**config.mk**
```make
export PLATFORM = sky130hd
export DESIGN_NAME = gnss_stream_protocol_detector
export DESIGN_NICKNAME = d
export VERILOG_FILES = /design/src/hw/rtl/gsd_pkg.sv /design/src/hw/rtl/gnss_stream_protocol_detector.sv /design/src/hw/rtl/gsd_apb_regs.sv /design/src/hw/rtl/gsd_hit_counter.sv /design/src/hw/rtl/gsd_core.sv
export SDC_FILE = /design/constraint.sdc
export NUM_CORES = 1
export LEC_CHECK = 0
export ABC_AREA = 1
export BUFFER_PORTS_ARGS = -buffer_cell sky130_fd_sc_hd__buf_2
export CAP_MARGIN = 20
export CELL_PAD_IN_SITES_DETAIL_PLACEMENT = 0
export CELL_PAD_IN_SITES_GLOBAL_PLACEMENT = 2
export CORE_ASPECT_RATIO = 0.6
export CORE_MARGIN = 8
export CORE_UTILIZATION = 36
export CTS_CLUSTER_SIZE = 14
export DETAILED_ROUTE_END_ITERATION = 10
export GPL_TIMING_DRIVEN = 0
export HOLD_SLACK_MARGIN = 0.12
export PLACE_DENSITY_LB_ADDON = 0.1
export SLEW_MARGIN = 10
export SYNTH_ARGS = -nofsm -noshare
export SYNTH_HDL_FRONTEND = slang
export SYNTH_SLANG_ARGS = --single-unit
```
**constraint.sdc**
```tcl
create_clock -name i_clk -period 6.75 [get_ports i_clk]
set_clock_uncertainty 0.2 [all_clocks]
set_input_delay 0.3375 -clock i_clk [delete_from_list [all_inputs] [get_ports i_clk]]
set_output_delay 0.3375 -clock i_clk [all_outputs]
set_load 0.03 [all_outputs]
```
**src/hw/rtl/gsd_pkg.sv**
```systemverilog
`default_nettype none

package gsd_pkg;

    // Width of each saturating hit counter.
    localparam int COUNT_WIDTH = 16;
    // Width of the threshold register.
    localparam int THR_W = 16;
    // Common width used when a counter is compared with the threshold.
    localparam int CMP_W = (COUNT_WIDTH > THR_W) ? COUNT_WIDTH : THR_W;

    localparam int NUM_PROTO = 4;

    // APB address map.
    localparam int PADDR_W = 3;
    localparam int PDATA_W = 32;
    localparam logic REG_IDX_THRESHOLD = 1'b0;
    localparam logic [THR_W-1:0] THRESHOLD_RESET = 16'd3;

    // Item kinds.
    localparam logic KIND_BYTE  = 1'b0;
    localparam logic KIND_CLEAR = 1'b1;

    // Protocol codes.
    localparam logic [2:0] PROTO_UNKNOWN = 3'd0;
    localparam logic [2:0] PROTO_UBX     = 3'd1;
    localparam logic [2:0] PROTO_SBF     = 3'd2;
    localparam logic [2:0] PROTO_NMEA    = 3'd3;
    localparam logic [2:0] PROTO_RTCM3   = 3'd4;

    // Counter slots, in the order thresholds are checked.
    localparam int SLOT_UBX   = 0;
    localparam int SLOT_SBF   = 1;
    localparam int SLOT_NMEA  = 2;
    localparam int SLOT_RTCM3 = 3;

    // Sync pattern bytes.
    localparam logic [7:0] SYNC_UBX_0   = 8'hB5;
    localparam logic [7:0] SYNC_UBX_1   = 8'h62;
    localparam logic [7:0] SYNC_DOLLAR  = 8'h24;
    localparam logic [7:0] SYNC_SBF_1   = 8'h40;
    localparam logic [7:0] SYNC_NMEA_G  = 8'h47;
    localparam logic [7:0] SYNC_NMEA_P  = 8'h50;
    localparam logic [7:0] SYNC_RTCM_0  = 8'hD3;
    localparam logic [7:0] SYNC_RTCM_M  = 8'hFC;

    typedef struct packed {
        logic       kind;
        logic [7:0] data_byte;
        logic       last_of_buffer;
    } t_in_beat;

    typedef struct packed {
        logic [2:0] protocol;
        logic       detected;
    } t_out_beat;

    // Per-counter control from the core.
    typedef struct packed {
        logic clear;
        logic bump;
    } t_cnt_ctl;

endpackage

`default_nettype wire

```
**src/hw/rtl/gnss_stream_protocol_detector.sv**
```systemverilog
// Channel   Direction  Handshake                     Payload
// in        sink       i_in_valid / o_in_stall       i_in_data  (t_in_beat)
// out       source     o_out_valid / i_out_stall     o_out_data (t_out_beat)
// config    APB slave  psel, penable, pwrite, pready threshold at byte address 0
//
// One beat is accepted per cycle unless o_in_stall holds it; each result is registered
// behind the input register and core: pair compare, counter increment, threshold compare.
// Synchronous active-low reset clears the pipeline, counters and detection; threshold is 3.
// A stalled output holds its result while the input register keeps taking beats that
// make no result; a beat that makes a result waits in the input register until it fits.
`default_nettype none

module gnss_stream_protocol_detector
    import gsd_pkg::*;
(
    input  wire logic               i_clk,
    input  wire logic               i_rst_n,
    input  wire logic               i_in_valid,
    output logic                    o_in_stall,
    input  wire t_in_beat           i_in_data,
    output logic                    o_out_valid,
    input  wire logic               i_out_stall,
    output t_out_beat               o_out_data,
    input  wire logic               psel,
    input  wire logic               penable,
    input  wire logic               pwrite,
    input  wire logic [PADDR_W-1:0] paddr,
    input  wire logic [PDATA_W-1:0] pwdata,
    output logic      [PDATA_W-1:0] prdata,
    output logic                    pready
);

    logic             r_in_valid;
    t_in_beat         r_in_beat;
    logic             r_out_valid;
    t_out_beat        r_out_beat;
    logic [THR_W-1:0] threshold;
    logic             in_take;
    logic             emits;
    logic             out_free;
    logic             fire;
    t_out_beat        result;

    // Configuration registers.
    gsd_apb_regs u_regs (
        .i_clk       (i_clk),
        .i_rst_n     (i_rst_n),
        .psel        (psel),
        .penable     (penable),
        .pwrite      (pwrite),
        .paddr       (paddr),
        .pwdata      (pwdata),
        .prdata      (prdata),
        .pready      (pready),
        .o_threshold (threshold)
    );

    // Pipeline flow: a beat moves into the core unless its result has nowhere to go.
    assign emits      = (r_in_beat.kind == KIND_BYTE) && r_in_beat.last_of_buffer;
    assign out_free   = !r_out_valid || !i_out_stall;
    assign fire       = r_in_valid && (!emits || out_free);
    assign o_in_stall = r_in_valid && !fire;
    assign in_take    = i_in_valid && !o_in_stall;

    // Input register.
    always_ff @(posedge i_clk) begin
        if (!i_rst_n) begin
            r_in_valid <= 1'b0;
        end else if (in_take) begin
            r_in_valid <= 1'b1;
        end else if (fire) begin
            r_in_valid <= 1'b0;
        end
    end

    always_ff @(posedge i_clk) begin
        if (in_take) begin
            r_in_beat <= i_in_data;
        end
    end

    gsd_core u_core (
        .i_clk       (i_clk),
        .i_rst_n     (i_rst_n),
        .i_fire      (fire),
        .i_beat      (r_in_beat),
        .i_threshold (threshold),
        .o_result    (result)
    );

    // Result register.
    always_ff @(posedge i_clk) begin
        if (!i_rst_n) begin
            r_out_valid <= 1'b0;
        end else if (fire && emits) begin
            r_out_valid <= 1'b1;
        end else if (!i_out_stall) begin
            r_out_valid <= 1'b0;
        end
    end

    always_ff @(posedge i_clk) begin
        if (fire && emits) begin
            r_out_beat <= result;
        end
    end

    assign o_out_valid = r_out_valid;
    assign o_out_data  = r_out_beat;

endmodule

`default_nettype wire

```
**src/hw/rtl/gsd_apb_regs.sv**
```systemverilog
`default_nettype none

module gsd_apb_regs
    import gsd_pkg::*;
(
    input  wire logic               i_clk,
    input  wire logic               i_rst_n,
    input  wire logic               psel,
    input  wire logic               penable,
    input  wire logic               pwrite,
    input  wire logic [PADDR_W-1:0] paddr,
    input  wire logic [PDATA_W-1:0] pwdata,
    output logic      [PDATA_W-1:0] prdata,
    output logic                    pready,
    output logic      [THR_W-1:0]   o_threshold
);

    logic             wr_en;
    logic [THR_W-1:0] r_threshold;

    // The port never inserts wait states.
    assign pready = 1'b1;

    // A write lands in the access phase; the word address picks the register.
    assign wr_en = psel && penable && pwrite && pready && (paddr[2] == REG_IDX_THRESHOLD);

    always_ff @(posedge i_clk) begin
        if (!i_rst_n) begin
            r_threshold <= THRESHOLD_RESET;
        end else if (wr_en) begin
            r_threshold <= pwdata[THR_W-1:0];
        end
    end

    // Read back the threshold; unmapped words read as zero.
    always_comb begin
        prdata = '0;
        if (paddr[2] == REG_IDX_THRESHOLD) begin
            prdata = PDATA_W'(r_threshold);
        end
    end

    assign o_threshold = r_threshold;

endmodule

`default_nettype wire

```
**src/hw/rtl/gsd_hit_counter.sv**
```systemverilog
`default_nettype none

module gsd_hit_counter
    import gsd_pkg::*;
(
    input  wire logic             i_clk,
    input  wire logic             i_rst_n,
    input  wire t_cnt_ctl         i_ctl,
    input  wire logic [THR_W-1:0] i_threshold,
    output logic                  o_reached
);

    localparam logic [COUNT_WIDTH-1:0] COUNT_MAX = {COUNT_WIDTH{1'b1}};

    logic [COUNT_WIDTH-1:0] r_count;
    logic [COUNT_WIDTH-1:0] n_count;

    // Saturating increment, with clear taking priority.
    always_comb begin
        n_count = r_count;
        if (i_ctl.clear) begin
            n_count = '0;
        end else if (i_ctl.bump && (r_count != COUNT_MAX)) begin
            n_count = r_count + 1'b1;
        end
    end

    always_ff @(posedge i_clk) begin
        if (!i_rst_n) begin
            r_count <= '0;
        end else begin
            r_count <= n_count;
        end
    end

    // The check at a buffer end sees the count including this beat's hit.
    assign o_reached = CMP_W'(n_count) >= CMP_W'(i_threshold);

endmodule

`default_nettype wire

```
**src/hw/rtl/gsd_core.sv**
```systemverilog
`default_nettype none

module gsd_core
    import gsd_pkg::*;
(
    input  wire logic             i_clk,
    input  wire logic             i_rst_n,
    input  wire logic             i_fire,
    input  wire t_in_beat         i_beat,
    input  wire logic [THR_W-1:0] i_threshold,
    output t_out_beat             o_result
);

    logic [7:0]           r_prev_byte;
    logic                 r_prev_valid;
    logic                 r_locked;
    logic [2:0]           r_found;
    logic [7:0]           n_prev_byte;
    logic                 n_prev_valid;
    logic                 n_locked;
    logic [2:0]           n_found;

    logic                 is_clear;
    logic                 is_active;
    logic                 is_check;
    logic [NUM_PROTO-1:0] hit;
    logic [NUM_PROTO-1:0] reached;
    t_cnt_ctl             cnt_ctl [NUM_PROTO];

    assign is_clear  = i_fire && (i_beat.kind == KIND_CLEAR);
    assign is_active = i_fire && (i_beat.kind == KIND_BYTE) && !r_locked;
    assign is_check  = is_active && i_beat.last_of_buffer;

    // Pair matching against the previous byte of the same buffer, first match wins.
    always_comb begin
        hit = '0;
        if (is_active && r_prev_valid) begin
            if (r_prev_byte == SYNC_UBX_0 && i_beat.data_byte == SYNC_UBX_1) begin
                hit[SLOT_UBX] = 1'b1;
            end else if (r_prev_byte == SYNC_DOLLAR && i_beat.data_byte == SYNC_SBF_1) begin
                hit[SLOT_SBF] = 1'b1;
            end else if (r_prev_byte == SYNC_DOLLAR
                         && (i_beat.data_byte == SYNC_NMEA_G
                             || i_beat.data_byte == SYNC_NMEA_P)) begin
                hit[SLOT_NMEA] = 1'b1;
            end else if (r_prev_byte == SYNC_RTCM_0
                         && (i_beat.data_byte & SYNC_RTCM_M) == 8'h00) begin
                hit[SLOT_RTCM3] = 1'b1;
            end
        end
    end

    // One saturating counter per protocol.
    for (genvar g = 0; g < NUM_PROTO; g++) begin : g_cnt
        assign cnt_ctl[g] = '{clear: is_clear, bump: hit[g]};

        gsd_hit_counter u_cnt (
            .i_clk       (i_clk),
            .i_rst_n     (i_rst_n),
            .i_ctl       (cnt_ctl[g]),
            .i_threshold (i_threshold),
            .o_reached   (reached[g])
        );
    end

    // Next state of the pair chain and the latched detection.
    always_comb begin
        n_prev_byte  = r_prev_byte;
        n_prev_valid = r_prev_valid;
        n_locked     = r_locked;
        n_found      = r_found;
        if (is_clear) begin
            n_prev_byte  = 8'h00;
            n_prev_valid = 1'b0;
            n_locked     = 1'b0;
            n_found      = PROTO_UNKNOWN;
        end else if (is_active) begin
            n_prev_byte  = i_beat.data_byte;
            n_prev_valid = !i_beat.last_of_buffer;
            if (is_check) begin
                if (reached[SLOT_UBX]) begin
                    n_locked = 1'b1;
                    n_found  = PROTO_UBX;
                end else if (reached[SLOT_SBF]) begin
                    n_locked = 1'b1;
                    n_found  = PROTO_SBF;
                end else if (reached[SLOT_NMEA]) begin
                    n_locked = 1'b1;
                    n_found  = PROTO_NMEA;
                end else if (reached[SLOT_RTCM3]) begin
                    n_locked = 1'b1;
                    n_found  = PROTO_RTCM3;
                end
            end
        end else if (i_fire) begin
            // Locked: bytes are dropped and the chain is broken.
            n_prev_valid = 1'b0;
        end
    end

    always_ff @(posedge i_clk) begin
        if (!i_rst_n) begin
            r_prev_byte  <= 8'h00;
            r_prev_valid <= 1'b0;
            r_locked     <= 1'b0;
            r_found      <= PROTO_UNKNOWN;
        end else begin
            r_prev_byte  <= n_prev_byte;
            r_prev_valid <= n_prev_valid;
            r_locked     <= n_locked;
            r_found      <= n_found;
        end
    end

    // The report reflects the state after this beat.
    assign o_result = '{protocol: n_found, detected: n_locked};

endmodule

`default_nettype wire

```
==> key figures <==
Timing
  • Max-slew violations: 0
  • Slew HR: 36.7%
  • Setup violators final: 0
  • Worst Setup Slack, final: 2390 ps
  • Fin Setup TNS: 0 ps
  • Slew of the pin with the lowest slew margin: 949 ps
  • Final hold vios: 0
  • Part of the cycle the worst path needs: 64.6%
  • Fin crit period: 4360 ps
  • Fmax: 229 MHz
  • RSZ-0062 raised after global routing: no

Pwr
  • Clock power frac: 41.7%
  • Power per cell area: 156 mW/mm2
  • Sw frac: 26.6%
  • Gate power share: 10.4%
  • Net Switching: 0.000375 W
  • Power, Total: 0.00141 W
  • Sequential share of power: 47.8%
  • Max IR drop VDD: 110 uV
  • P_leak: 4.10 nW
  • Int Pwr: 0.00103 W

Synthesis
  • Avg Cell Area, Syn: 6.92 um2
  • Main synth FF type: dfxtp_1
  • Cell Area, Synth: 0.00776 mm2
  • Number of enable flip-flop cells after synthesis: 14
  • Synth area leaders: dfxtp_1, nand2_1, ha_1, a21oi_1, inv_1
  • Top cell type's share of synthesized area: 24.5%
  • Synth unique cells: 46
  • Synth Instances: 1,122
  • Async S/R FF share, synth: 0%
  • Synth area leader: dfxtp_1
  • Register area share after synthesis: 29.9%
  • Ys Warns: 0
  • Synth Register Bits: 109

Clocking
  • H-Tree Level Count: 3
  • Clk pin slew, worst setup/hold paths: 80 ps
  • Clk Tree Root Cell: clkbuf_16
  • CTS buffer count: 9
  • CTS resizes: 0
  • CTS tree: yes
  • Clk Latency, worst-skew pair: 370 ps
  • CTS sink cnt: 109
  • Max Buffers Root-to-Sink: 2

Critical path
  • Cell Chain, Critical Path: dlygate4sd3_1 > buf_2 > nand2_1 > inv_1 > nand2_2 > nand2_1 > nor2_2 > clkbuf_1 > a21oi_1 > ha_1 > nand2_1 > nand2_1 > nand3_1 > a21oi_1 > nor2_1 > nand3_1 > nor2_1 > nand2_1 > nand2_1 > a21oi_1
  • FF-to-FF path depth: 18
  • Max stage delay on crit path: 780 ps
  • CP Launch Type: input pin
  • Crit. End Element: flip-flop
  • Worst Setup Path Type: in2reg
  • Critical Path Fanout Max: 10
  • Required time worst endpoint: 6620 ps
  • Most repeated library cell on the critical path: nand2_1
  • CP max stage cell: clkbuf_1
  • Critical path arrival: 4240 ps

Routing
  • Initial DRT Pass Iterations: 5
  • DR iter-0 viols: 581
  • Drt drc: 0
  • Vias: 7,343
  • Antenna Violating Nets Remaining: 0
  • Drt total wl: 25.6 mm
  • Post-DR wirelength/cell: 16.9 um
  • Vias/cell: 4.86

Floorplanning
  • # IOs: 91
  • Core ar.: 0.0211 mm2
  • Die Y: 130 um
  • Row count: 41
  • Die area: 0.0267 mm2
  • Die Wd: 206 um
  • Initial Util: 36.8%

Cells and area
  • Synth-to-Final Area Change: 16.1%
  • Register area: 0.00232 mm2
  • Ant diodes: 0
  • Layout cells sized above 1: 10.7%
  • Nets: 1,347
  • Multi-input logic area: 0.00463 mm2
  • Fin area: 0.00901 mm2
  • Filler cells: 2,265

Placed design
  • RD Place Congestion: 0.858
  • Placed Area: 0.00843 mm2
  • Post-DP HPWL: 20.1 mm
  • PortBufs: 53
  • Pre-CTS setup slack: 2590 ps

Run
  • Number of max-cap violations: 0

GRT
  • Initial antenna violation count: 0
  • Total GRT Usage: 19.4%
  • First-pass GRT wire length: 39.6 mm
  • Pin count of the biggest net entering global routing: 18
  • GRT overflow: 0
  • Number of global-route vias before repair: 6,694

Status
  • Status: completed

Worst hold path
  • HP Class: in2reg
  • Hold Path Stages: 3
-- area by class of cell --
cell class                 instances  share of cell area (%)
tap                              279                    3.87
sequential                       109                    25.8
multi-input combinational        825                    51.3
clock buffer                      11                    2.93
timing repair buffer              79                    5.83
clock inverter                     5                   0.611
inverter                         159                    6.68
buffer                            44                    2.96
-- sequential cells by signal, indices dropped and copies added, names as in the netlist --
| register | cells |
|---|---|
| u_core.g_cnt.u_cnt.r_count | 64 |
| u_core.r_prev_valid | 1 |
| o_out_valid | 1 |
| u_regs.o_threshold | 16 |
| u_core.r_prev_byte | 8 |
| u_core.r_locked | 1 |
| r_in_beat | 10 |
| o_out_data | 4 |
| u_core.r_found | 3 |
| r_in_valid | 1 |
-- kinds of logic (layout without fill, tap and decap cells) --
group                    Yosys count  in the layout  share of synthesized area [%]
other                              2             17                         0.0968
adder cells (fa/ha/maj)           68             68                           11.0
buffers and inverters            203            298                           11.2
AND/OR/NAND/NOR                  515            515                           30.3
XOR/XNOR                          51             51                           5.76
flip-flops                       109            109                           29.9
AO/OA/AOI/OAI                    174            174                           11.8
-- metal layers --
metal	vias up	global-route usage, %	part of all wire [%]
li1	3831	-	-
met1	3336	32.0	57
met2	163	25.3	37
met3	13	3.27	5.0
met4	0	3.10	0.67
met5	-	0	0
-- power by group through the flow --
| stage | registers (W) | clock network [W] | logic, W |
|---|---|---|---|
| global route | 0.000675 | 0.000628 | 0.000161 |
| floorplan | 0.000688 | 0 | 0.0000847 |
| CTS | 0.000673 | 0.000604 | 0.000146 |
| global placement | 0.000689 | 0 | 0.000134 |
| detailed placement | 0.000689 | 0 | 0.000134 |
| finish | 0.000674 | 0.000588 | 0.000147 |
-- timing repair --
action | CTS | global route
endpoints found under the hold margin | 26 | 0
hold buffers | 26 | 0
setup buffers | 0 | 0
-- synthesized netlist by cell type, types with 5 or more instances --
cell type and n:
nand2_1 251, inv_1 152, a21oi_1 115, nor2_1 113, dfxtp_1 95, ha_1 68
nand3_1 50, o21ai_0 42, xor2_1 39, nor3_1 36, nand4_1 26, buf_4 18
clkbuf_1 14, edfxtp_1 14, xnor2_1 12, nand2_2 10, buf_2 9, nor4_1 5
o21ai_2 5
-- worst max-delay path, delay by kind of cell --
family          cells  cell delay (ps)
compound gates      3              320
fa+ha+maj           1              360
buf+inv             4             1490
simple gates       12             1730
-- cells in the final DEF, fill, tap and decap left out, types with 17 or more instances in the layout --
| cell type | instances |
|---|---|
| nand4_1 | 26 |
| a21oi_1 | 115 |
| conb_1 | 17 |
| nor2_1 | 113 |
| dfxtp_1 | 95 |
| nand3_1 | 50 |
| ha_1 | 68 |
| inv_1 | 152 |
| o21ai_0 | 42 |
| nor3_1 | 36 |
| xor2_1 | 39 |
| buf_2 | 62 |
| buf_4 | 18 |
| dlygate4sd3_1 | 26 |
| nand2_1 | 251 |
-- metrics by stage --
step,hold slack (ps),std cells,util [%]
after floorplan,236,1137,-
after global placement,263,1469,40.0
after detailed placement,261,1469,40.0
after CTS,125,1511,42.7
after global routing,165,1511,42.7
final,154,1511,42.7
-- path summary, 6_finish.rpt --
path	start	slack (ps)	to
setup / recovery	i_out_stall	2390	o_out_data[0]$_DFFE_PP_
hold / removal	pwdata[15]	150	u_regs.o_threshold[15]$_SDFFE_PN0P_
setup reg to reg	r_in_beat[0]$_DFFE_PP_	2610	o_out_data[0]$_DFFE_PP_
hold reg to reg	u_core.r_prev_valid$_SDFFE_PP0P_	270	u_core.r_prev_valid$_SDFFE_PP0P_
Power figures use the tool's default switching activity.
